<file path="config.mk">
export PLATFORM = sky130hd
export DESIGN_NAME = receive_notification_deframer_core
export DESIGN_NICKNAME = d
export VERILOG_FILES = /design/src/rtl/rnd_pkg.sv /design/src/rtl/receive_notification_deframer_core.sv
export SDC_FILE = /design/constraint.sdc
export NUM_CORES = 1
export LEC_CHECK = 0
export ABC_AREA = 1
export BUFFER_PORTS_ARGS = -buffer_cell sky130_fd_sc_hd__buf_2
export CORE_ASPECT_RATIO = 0.7
export CORE_UTILIZATION = 50
export CTS_CLUSTER_SIZE = 24
export DETAILED_ROUTE_END_ITERATION = 6
export PLACE_DENSITY_LB_ADDON = 0.3
export SYNTH_ARGS = -nofsm -noshare
export SYNTH_HDL_FRONTEND = slang
export SYNTH_SLANG_ARGS = --single-unit
</file>
<file path="constraint.sdc">
create_clock -name clk -period 9.2 [get_ports clk]
set_clock_uncertainty 0.15 [all_clocks]
set_input_delay 0.92 -clock clk [delete_from_list [all_inputs] [get_ports clk]]
set_output_delay 0.92 -clock clk [all_outputs]
set_load 0.02 [all_outputs]
</file>
<file path="src/rtl/rnd_pkg.sv">
`timescale 1ns / 1ps
// ----------------------------------------------------------------------------
// rnd_pkg
// Types and constants shared by the receive notification deframer.
// ----------------------------------------------------------------------------
package rnd_pkg;

  localparam int FIELD_WIDTH = 16;

  localparam logic [7:0] CHAR_ZERO = 8'h30;
  localparam logic [7:0] CHAR_NINE = 8'h39;

  localparam logic [2:0] FLD_LINK   = 3'd0;
  localparam logic [2:0] FLD_LENGTH = 3'd1;
  localparam logic [2:0] FLD_OCT0   = 3'd2;
  localparam logic [2:0] FLD_OCT1   = 3'd3;
  localparam logic [2:0] FLD_OCT2   = 3'd4;
  localparam logic [2:0] FLD_OCT3   = 3'd5;
  localparam logic [2:0] FLD_PORT   = 3'd6;

  localparam logic KIND_HEADER  = 1'b0;
  localparam logic KIND_PAYLOAD = 1'b1;

  typedef enum logic [1:0] {
    PH_IDLE    = 2'd0,
    PH_FIELDS  = 2'd1,
    PH_SKIP_LF = 2'd2,
    PH_PAYLOAD = 2'd3
  } phase_t;

  typedef struct packed {
    logic [7:0] rx_byte;
    logic       frame_start;
  } in_beat_t;

  typedef struct packed {
    logic        kind;
    logic [7:0]  link_id;
    logic [15:0] payload_length;
    logic [7:0]  octet_first;
    logic [7:0]  octet_second;
    logic [7:0]  octet_third;
    logic [7:0]  octet_fourth;
    logic [15:0] remote_port;
    logic [7:0]  payload_byte;
    logic        last;
  } out_beat_t;

endpackage

</file>
<file path="src/rtl/receive_notification_deframer_core.sv">
`timescale 1ns / 1ps
// ----------------------------------------------------------------------------
// receive_notification_deframer_core
// Parses the header fields of a data-receive notification and passes its
// payload bytes, one input beat per cycle while in_stall is low.
// ----------------------------------------------------------------------------
// output: a result is registered in out_beat_r, or in the skid register while out_stall holds out_beat_r
// throughput: one input beat per cycle; in_stall rises only when the output
//   register and the skid register both hold a result
// reset: synchronous active-low rst_n clears parser state and both valids
// ----------------------------------------------------------------------------
module receive_notification_deframer_core (
  input  logic                clk,
  input  logic                rst_n,
  input  logic                in_valid,
  output logic                in_stall,
  input  rnd_pkg::in_beat_t   in_beat,
  output logic                out_valid,
  input  logic                out_stall,
  output rnd_pkg::out_beat_t  out_beat
);

  localparam int AW = rnd_pkg::FIELD_WIDTH;

  rnd_pkg::phase_t    phase_r, phase_nxt;
  logic [2:0]         field_index_r, field_index_nxt;
  logic [AW-1:0]      acc_r, acc_nxt;
  logic [7:0]         held_link_r, held_link_nxt;
  logic [15:0]        held_length_r, held_length_nxt;
  logic [7:0]         held_octets_r [4];
  logic [7:0]         held_octets_nxt [4];
  logic [15:0]        held_port_r, held_port_nxt;
  logic [15:0]        bytes_left_r, bytes_left_nxt;

  logic               out_valid_r;
  rnd_pkg::out_beat_t out_beat_r;
  logic               skid_valid_r;
  rnd_pkg::out_beat_t skid_beat_r;

  logic               in_fire;
  logic               res_valid;
  rnd_pkg::out_beat_t res_beat;
  logic               is_digit;
  logic [AW+3:0]      acc_mul;
  logic [15:0]        acc_wide;
  logic               fin;

  assign in_stall  = skid_valid_r;
  assign in_fire   = in_valid && !skid_valid_r;
  assign out_valid = out_valid_r;
  assign out_beat  = out_beat_r;

  assign is_digit = (in_beat.rx_byte >= rnd_pkg::CHAR_ZERO) &&
                    (in_beat.rx_byte <= rnd_pkg::CHAR_NINE);
  // times ten as two shifts and an add
  assign acc_mul  = ((AW+4)'(acc_r) << 3) + ((AW+4)'(acc_r) << 1) +
                    (AW+4)'(in_beat.rx_byte[3:0]);
  assign acc_wide = 16'(acc_r);
  assign fin      = (bytes_left_r <= 16'd1);

  always_comb begin
    phase_nxt       = phase_r;
    field_index_nxt = field_index_r;
    acc_nxt         = acc_r;
    held_link_nxt   = held_link_r;
    held_length_nxt = held_length_r;
    held_octets_nxt = held_octets_r;
    held_port_nxt   = held_port_r;
    bytes_left_nxt  = bytes_left_r;
    res_valid       = 1'b0;

    res_beat.kind           = rnd_pkg::KIND_HEADER;
    res_beat.link_id        = held_link_r;
    res_beat.payload_length = held_length_r;
    res_beat.octet_first    = held_octets_r[0];
    res_beat.octet_second   = held_octets_r[1];
    res_beat.octet_third    = held_octets_r[2];
    res_beat.octet_fourth   = held_octets_r[3];
    res_beat.remote_port    = held_port_r;
    res_beat.payload_byte   = 8'd0;
    res_beat.last           = 1'b0;

    if (in_fire) begin
      if (in_beat.frame_start) begin
        phase_nxt       = rnd_pkg::PH_FIELDS;
        field_index_nxt = rnd_pkg::FLD_LINK;
        acc_nxt         = '0;
      end else begin
        case (phase_r)
          rnd_pkg::PH_FIELDS: begin
            if (is_digit) begin
              if (acc_mul[AW+3:AW] != 4'd0) begin
                acc_nxt = '1;
              end else begin
                acc_nxt = acc_mul[AW-1:0];
              end
            end else begin
              case (field_index_r)
                rnd_pkg::FLD_LINK:   held_link_nxt      = acc_wide[7:0];
                rnd_pkg::FLD_LENGTH: held_length_nxt    = acc_wide[15:0];
                rnd_pkg::FLD_OCT0:   held_octets_nxt[0] = acc_wide[7:0];
                rnd_pkg::FLD_OCT1:   held_octets_nxt[1] = acc_wide[7:0];
                rnd_pkg::FLD_OCT2:   held_octets_nxt[2] = acc_wide[7:0];
                rnd_pkg::FLD_OCT3:   held_octets_nxt[3] = acc_wide[7:0];
                default:             held_port_nxt      = acc_wide[15:0];
              endcase
              acc_nxt = '0;
              if (field_index_r >= rnd_pkg::FLD_PORT) begin
                field_index_nxt = rnd_pkg::FLD_LINK;
                phase_nxt       = rnd_pkg::PH_SKIP_LF;
              end else begin
                field_index_nxt = field_index_r + 3'd1;
              end
            end
          end
          rnd_pkg::PH_SKIP_LF: begin
            res_valid = 1'b1;
            if (held_length_r == 16'd0) begin
              phase_nxt     = rnd_pkg::PH_IDLE;
              res_beat.last = 1'b1;
            end else begin
              bytes_left_nxt = held_length_r;
              phase_nxt      = rnd_pkg::PH_PAYLOAD;
            end
          end
          rnd_pkg::PH_PAYLOAD: begin
            res_valid             = 1'b1;
            res_beat.kind         = rnd_pkg::KIND_PAYLOAD;
            res_beat.payload_byte = in_beat.rx_byte;
            res_beat.last         = fin;
            if (fin) begin
              bytes_left_nxt = 16'd0;
              phase_nxt      = rnd_pkg::PH_IDLE;
            end else begin
              bytes_left_nxt = bytes_left_r - 16'd1;
            end
          end
          default: begin
            phase_nxt = rnd_pkg::PH_IDLE;
          end
        endcase
      end
    end
  end

  always_ff @(posedge clk) begin
    if (!rst_n) begin
      phase_r       <= rnd_pkg::PH_IDLE;
      field_index_r <= rnd_pkg::FLD_LINK;
      acc_r         <= '0;
      held_link_r   <= 8'd0;
      held_length_r <= 16'd0;
      held_octets_r <= '{default: 8'd0};
      held_port_r   <= 16'd0;
      bytes_left_r  <= 16'd0;
    end else begin
      phase_r       <= phase_nxt;
      field_index_r <= field_index_nxt;
      acc_r         <= acc_nxt;
      held_link_r   <= held_link_nxt;
      held_length_r <= held_length_nxt;
      held_octets_r <= held_octets_nxt;
      held_port_r   <= held_port_nxt;
      bytes_left_r  <= bytes_left_nxt;
    end
  end

  // output register with one skid entry behind it
  always_ff @(posedge clk) begin
    if (!rst_n) begin
      out_valid_r  <= 1'b0;
      skid_valid_r <= 1'b0;
    end else if (!out_valid_r || !out_stall) begin
      if (skid_valid_r) begin
        out_valid_r  <= 1'b1;
        out_beat_r   <= skid_beat_r;
        skid_valid_r <= 1'b0;
      end else begin
        out_valid_r <= res_valid;
        out_beat_r  <= res_beat;
      end
    end else if (res_valid) begin
      skid_valid_r <= 1'b1;
      skid_beat_r  <= res_beat;
    end
  end

  a_skid_behind_out: assert property (@(posedge clk) disable iff (!rst_n)
    skid_valid_r |-> out_valid_r)
    else $error("skid entry held while output register empty");

  a_payload_count: assert property (@(posedge clk) disable iff (!rst_n)
    (phase_r == rnd_pkg::PH_PAYLOAD) |-> (bytes_left_r != 16'd0))
    else $error("payload phase with no bytes left");

  a_field_range: assert property (@(posedge clk) disable iff (!rst_n)
    field_index_r <= rnd_pkg::FLD_PORT)
    else $error("field index past port field");

  a_empty_header_last: assert property (@(posedge clk) disable iff (!rst_n)
    (out_valid_r && (out_beat_r.kind == rnd_pkg::KIND_HEADER) && out_beat_r.last)
      |-> (out_beat_r.payload_length == 16'd0))
    else $error("header marked last with nonzero length");

endmodule

</file>
==> metrics.yaml, run 1 <==
status: "completed"
routabilityCongestion: 0.884
wl_um: 25700
timing.rr.start: "in_stall$_SDFFE_PP0P_"
total_power_mw: 2.63
end_kind: "flop"
path_max_fanout: 82
clockBufferDepth: 3
fin_nets: 1367
drtPass1Iterations: 6
die_height_um: 132
final_max_slew_viol_count: 0
ctsResizeCount: 0
cts_setup_buffers: 0
synth_edf_count: 164
synth_area_per_cell_um2: 9.79
power_density_nw_per_um2: 192
drt-initial-drc-count: 739
area_growth_pct: 14.0
crit_arrival_ps: 3690
max_freq_mhz: 272
ys.flop_type: "edfxtp_1"
drv_cap: 0
synth_top_area_frac: 0.409
synth_commonest_cells: "225 x nand2_1, 174 x o21ai_0, 164 x edfxtp_1"
grt_use_total: 0.209
synth_area_leaders: "edfxtp_1 41%, dfxtp_1 18%, o21ai_0 7.2%"
ant_nets: 0
ys_seq_area_frac: 0.594
htree_levels: 1
fin_util: 0.581
cts_sinks: 275
crit_type: "in2reg"
r2r_slack_ps: 5950
setup_violations: 0
setup-tns-final_ps: 0
crit_path_start: "rst_n"
worstHoldPathType: "reg2reg"
die_width_um: 187
netlist_instances: 1230
p_leak_nw: 5.70
relSlewSlack: 0.223
worst_skew_pair.late_latency_ps: 540
worst-endpoint-required_ps: 9210
crit_end: "skid_beat_r[75]$_DFFE_PP_"
startpoint_type: "input pin"
grt_pass1_wl_um: 42000
numCtsBuffers: 26
port_buffers: 96
syn-cell-area_um2: 12000
clkTransAtPathRegs_ps: 60
synth.distinct_cells: 39
hold_start: "held_octets_r[16]$_SDFFE_PN0P_"
drc: 0
post-synth-top-count-cell: "nand2_1"
route.vias.total: 8567
synth_nets: 1286
fin_crit_sh: 0.400
reg2reg_depth: 6
cts_root_buffer: "clkbuf_16"
num_rows: 47
synthArstFlopShare: 0
layout_setup_ws_ps: 5520
pre_cts_ws_ps: 4940
overflow: 0
holdBufCountCts: 0
fp.coreArea_um2: 23600
io_pins: 97
drive_gt1_frac: 0.163
ys_warn_count: 0
place_hpwl_um: 16900
tightestPinTransition_ps: 1160
start_util: 0.509
dp.cells: 1601
drt-wirelength-per-cell_um: 15.6
num_antenna_cells: 0
grt_pass1_vias: 8113
grt_max_degree: 109
antenna_found_initial: 0
reg2reg_to: "skid_beat_r[75]$_DFFE_PP_"
ir_drop_mv: 0.152
hold_viol: 0
vias_per_cell: 5.20
cts_tree: "yes"
min_period_ps: 3680
die-area_um2: 24700
fin_cells: 1649
synth_largest_area_cell: "edfxtp_1"
rsz0062_at_grt: "no"
synth-seq-cells: 275
-- critical path, cell delays in order --
cell and delay, ps:
buf_2 80, buf_4 560, nand2_1 200, nor3_2 950, buf_4 840
-- per-stage QoR --
stage | hold slack [ps] | area [um^2]
after CTS | 276 | 13700
after global placement | 259 | 12700
final | 276 | 13700
after detailed placement | 263 | 12700
after floorplan | 258 | 12000
after global routing | 285 | 13700
-- layout make-up --
cell class	instances	area, um^2
clock inverter	20	318
clock buffer	28	668
tap	318	398
timing repair buffer	102	526
multi-input combinational	738	4040
sequential	275	7150
inverter	168	631
fill	2028	9910
-- per-layer routing --
layer  up-vias  part of all wire  GRT usage
met1      4002              0.49      0.314
met2       243              0.44      0.322
met3        37             0.055     0.0279
li1       4285                 -          -
met5         -                 0          0
met4         0             0.020     0.0528
-- placed cells by master, fill, tap and decap left out, types with 3 or more instances in the layout --
| master | n |
|---|---|
| a211oi_1 | 4 |
| a21oi_1 | 112 |
| a21oi_2 | 14 |
| buf_2 | 96 |
| buf_4 | 6 |
| bufinv_16 | 8 |
| clkbuf_16 | 26 |
| clkinv_2 | 7 |
| clkinvlp_4 | 3 |
| dfxtp_1 | 110 |
| edfxtp_1 | 164 |
| ha_1 | 41 |
| inv_1 | 160 |
| inv_2 | 7 |
| nand2_1 | 225 |
| nand2_2 | 20 |
| nand3_1 | 25 |
| nand3_2 | 13 |
| nand4_1 | 9 |
| nor2_1 | 50 |
| nor2_2 | 3 |
| nor3_2 | 4 |
| o21ai_0 | 174 |
| o22ai_1 | 7 |
| xnor2_1 | 6 |
| xor2_1 | 12 |
-- registers in the layout (all words and copies together), names as in the netlist, 8 cells and up --
register       cells
held_link_r        8
held_length_r     16
held_octets_r     32
acc_r             16
skid_beat_r       82
out_beat          82
held_port_r       16
bytes_left_r      16
-- how the worst min path moves through the flow --
stage | end | cells past startpoint
2_1_floorplan | skid_beat_r[10]$_DFFE_PP_ | 0
3_3_place_gp | skid_beat_r[43]$_DFFE_PP_ | 0
3_5_place_dp | skid_beat_r[67]$_DFFE_PP_ | 0
4_1_cts | skid_beat_r[41]$_DFFE_PP_ | 0
5_1_grt | skid_beat_r[23]$_DFFE_PP_ | 0
6_report | skid_beat_r[41]$_DFFE_PP_ | 0
-- logic make-up after synthesis --
family | count (synthesis) | share of synthesized area
fa+ha+maj | 43 | 0.0459
flops | 275 | 0.594
buf+inv | 217 | 0.0724
compound gates | 318 | 0.140
simple gates | 359 | 0.135
xor+xnor | 18 | 0.0131
-- report_power, final --
group	internal [mW]	switching [mW]	leakage, nW
logic	0.0253	0.0650	2.74
registers	1.31	0.00691	2.48
clock network	0.753	0.467	0.478
total	2.09	0.539	5.70
Power figures use the tool's default switching activity.
==> run 2: changes to the inputs <==
- clock period: 9.2 -> 2.95 ns (I/O delays scaled with it)
==> run 2 against run 1 <==
- final area up 2.6%
- count of clock-buffer cells in the layout rose by 11
- sequential power grew to 3.1 times the previous value
- combinational power increased to 3.2 times the previous value
- sequential cell count did not move
- highest routed layer unchanged
==> metrics.yaml, run 2 (synthesis gave the netlist of run 1 again) <==
status: "completed"
num_rows: 47
antenna_found_initial: 0
crit_arrival_ps: 3040
power_density_nw_per_um2: 555
drv_cap: 0
worst-endpoint-required_ps: 3210
cts_root_buffer: "clkbuf_16"
grt_pass1_wl_um: 42100
critPathMaxStageDelay_ps: 540
clkPwrFrac: 0.435
postLayoutCellArea_um2: 14100
clkTransAtPathRegs_ps: 60
start_util: 0.509
drt-initial-drc-count: 828
path_buf_inv: 3
p_seq_frac: 0.527
p_switching_mw: 1.65
worst_skew_pair.late_latency_ps: 540
critPathSlowestCell: "fa_1"
fin_crit_sh: 0.945
r2r_slack_ps: 160
path_max_fanout: 8
port_buffers: 96
io_pins: 97
startpoint_type: "flop"
ir_drop_mv: 0.410
grt_max_degree: 157
fin_nets: 1409
max_freq_mhz: 359
end_kind: "flop"
drive_gt1_frac: 0.186
overflow: 0
internal_power_mw: 6.17
layout_common_cells: "221 x nand2_1, 174 x o21ai_0, 164 x edfxtp_1, 158 x inv_1, 112 x a21oi_1"
die_height_um: 132
cts_tree: "yes"
fp.coreArea_um2: 23600
drt-wirelength-per-cell_um: 15.4
place_area_um2: 13000
setup-tns-final_ps: 0
hold_viol: 0
die-area_um2: 24700
ant_nets: 0
num_antenna_cells: 0
comb_power_share: 0.037
die_width_um: 187
area_growth_pct: 16.9
tightestPinTransition_ps: 790
grt_pass1_vias: 7994
relSlewSlack: 0.473
setup_violations: 0
routabilityCongestion: 0.885
wl_um: 26000
cts_sinks: 275
p_leak_nw: 5.90
clockBufferDepth: 3
crit_type: "reg2reg"
worstHoldPathType: "in2reg"
htree_levels: 1
vias_per_cell: 5.12
drtPass1Iterations: 5
route.vias.total: 8668
place_hpwl_um: 17400
path_cells: "fa_1, inv_1, fa_2, inv_1, nand2_1, nand2_2, nand3_1, nand2_2, nand2_2, nand3_2, nand2_4, nor2_8, buf_12, nand3_2, nand2_2, a21oi_2"
cp_common_cell: "nand2_2"
numCtsBuffers: 27
drc: 0
p_sw_frac: 0.211
mostFrequentLayoutCell: "nand2_1"
grt_use_total: 0.211
total_power_mw: 7.82
min_period_ps: 2790
final_max_slew_viol_count: 0
critPathTopFamily: "adder cells"
==> run 2: worst paths after layout <==
kind | startpoint | to | depth (start not counted)
max | acc_r[0]$_SDFFE_PN0P_ | acc_r[11]$_SDFFE_PN0P_ | 16
min | out_stall | in_stall$_SDFFE_PP0P_ | 5
max reg2reg | acc_r[0]$_SDFFE_PN0P_ | acc_r[11]$_SDFFE_PN0P_ | 16
min reg2reg | held_octets_r[26]$_SDFFE_PN0P_ | skid_beat_r[51]$_DFFE_PP_ | 0
==> run 2: routing by layer <==
layer / up-vias / routed length (um) / track usage / share of wire
li1: 4379 / - / - / -
met1: 3985 / 12400 / 0.310 / 0.48
met2: 257 / 11500 / 0.326 / 0.44
met3: 47 / 1550 / 0.0343 / 0.060
met4: 0 / 563 / 0.0533 / 0.022
met5: - / 0 / 0 / 0
==> run 2: worst min-delay path, stage by stage <==
cell	delay, ps
buf_2	90
nand2_1	60
inv_2	60
nand2_2	110
nor2_1	50
==> run 2: timing repair <==
action,CTS,global route
hold endpoints to repair,11,0
setup endpoints to repair,0,16
setup buffers,0,6
hold buffers,7,0
resized for setup,0,5
==> run 2: power groups by stage <==
stage,logic (mW),clock network (mW),registers (mW)
final,0.293,3.40,4.12
after global routing,0.320,3.63,4.13
after CTS,0.293,3.48,4.12
after detailed placement,0.285,0,4.21
after global placement,0.283,0,4.20
after floorplan,0.127,0,4.26
==> run 2: layout make-up <==
type                       instances  area [um^2]
clock inverter                    11          123
clock buffer                      39          761
tap                              318          398
timing repair buffer             143          951
fill                            2030         9560
multi-input combinational        738         4060
sequential                       275         7150
inverter                         168          631
==> run 2: through the flow <==
step                instances  hold WS, ps  setup slack, ps   util
finish                   1692         21.7              162  0.595
CTS                      1686         5.55             20.2  0.592
floorplan                1230          258             -250      -
global route             1692         40.6            -4.98  0.595
global placement         1629          259             21.7  0.551
detailed placement       1629          263            -42.9  0.551
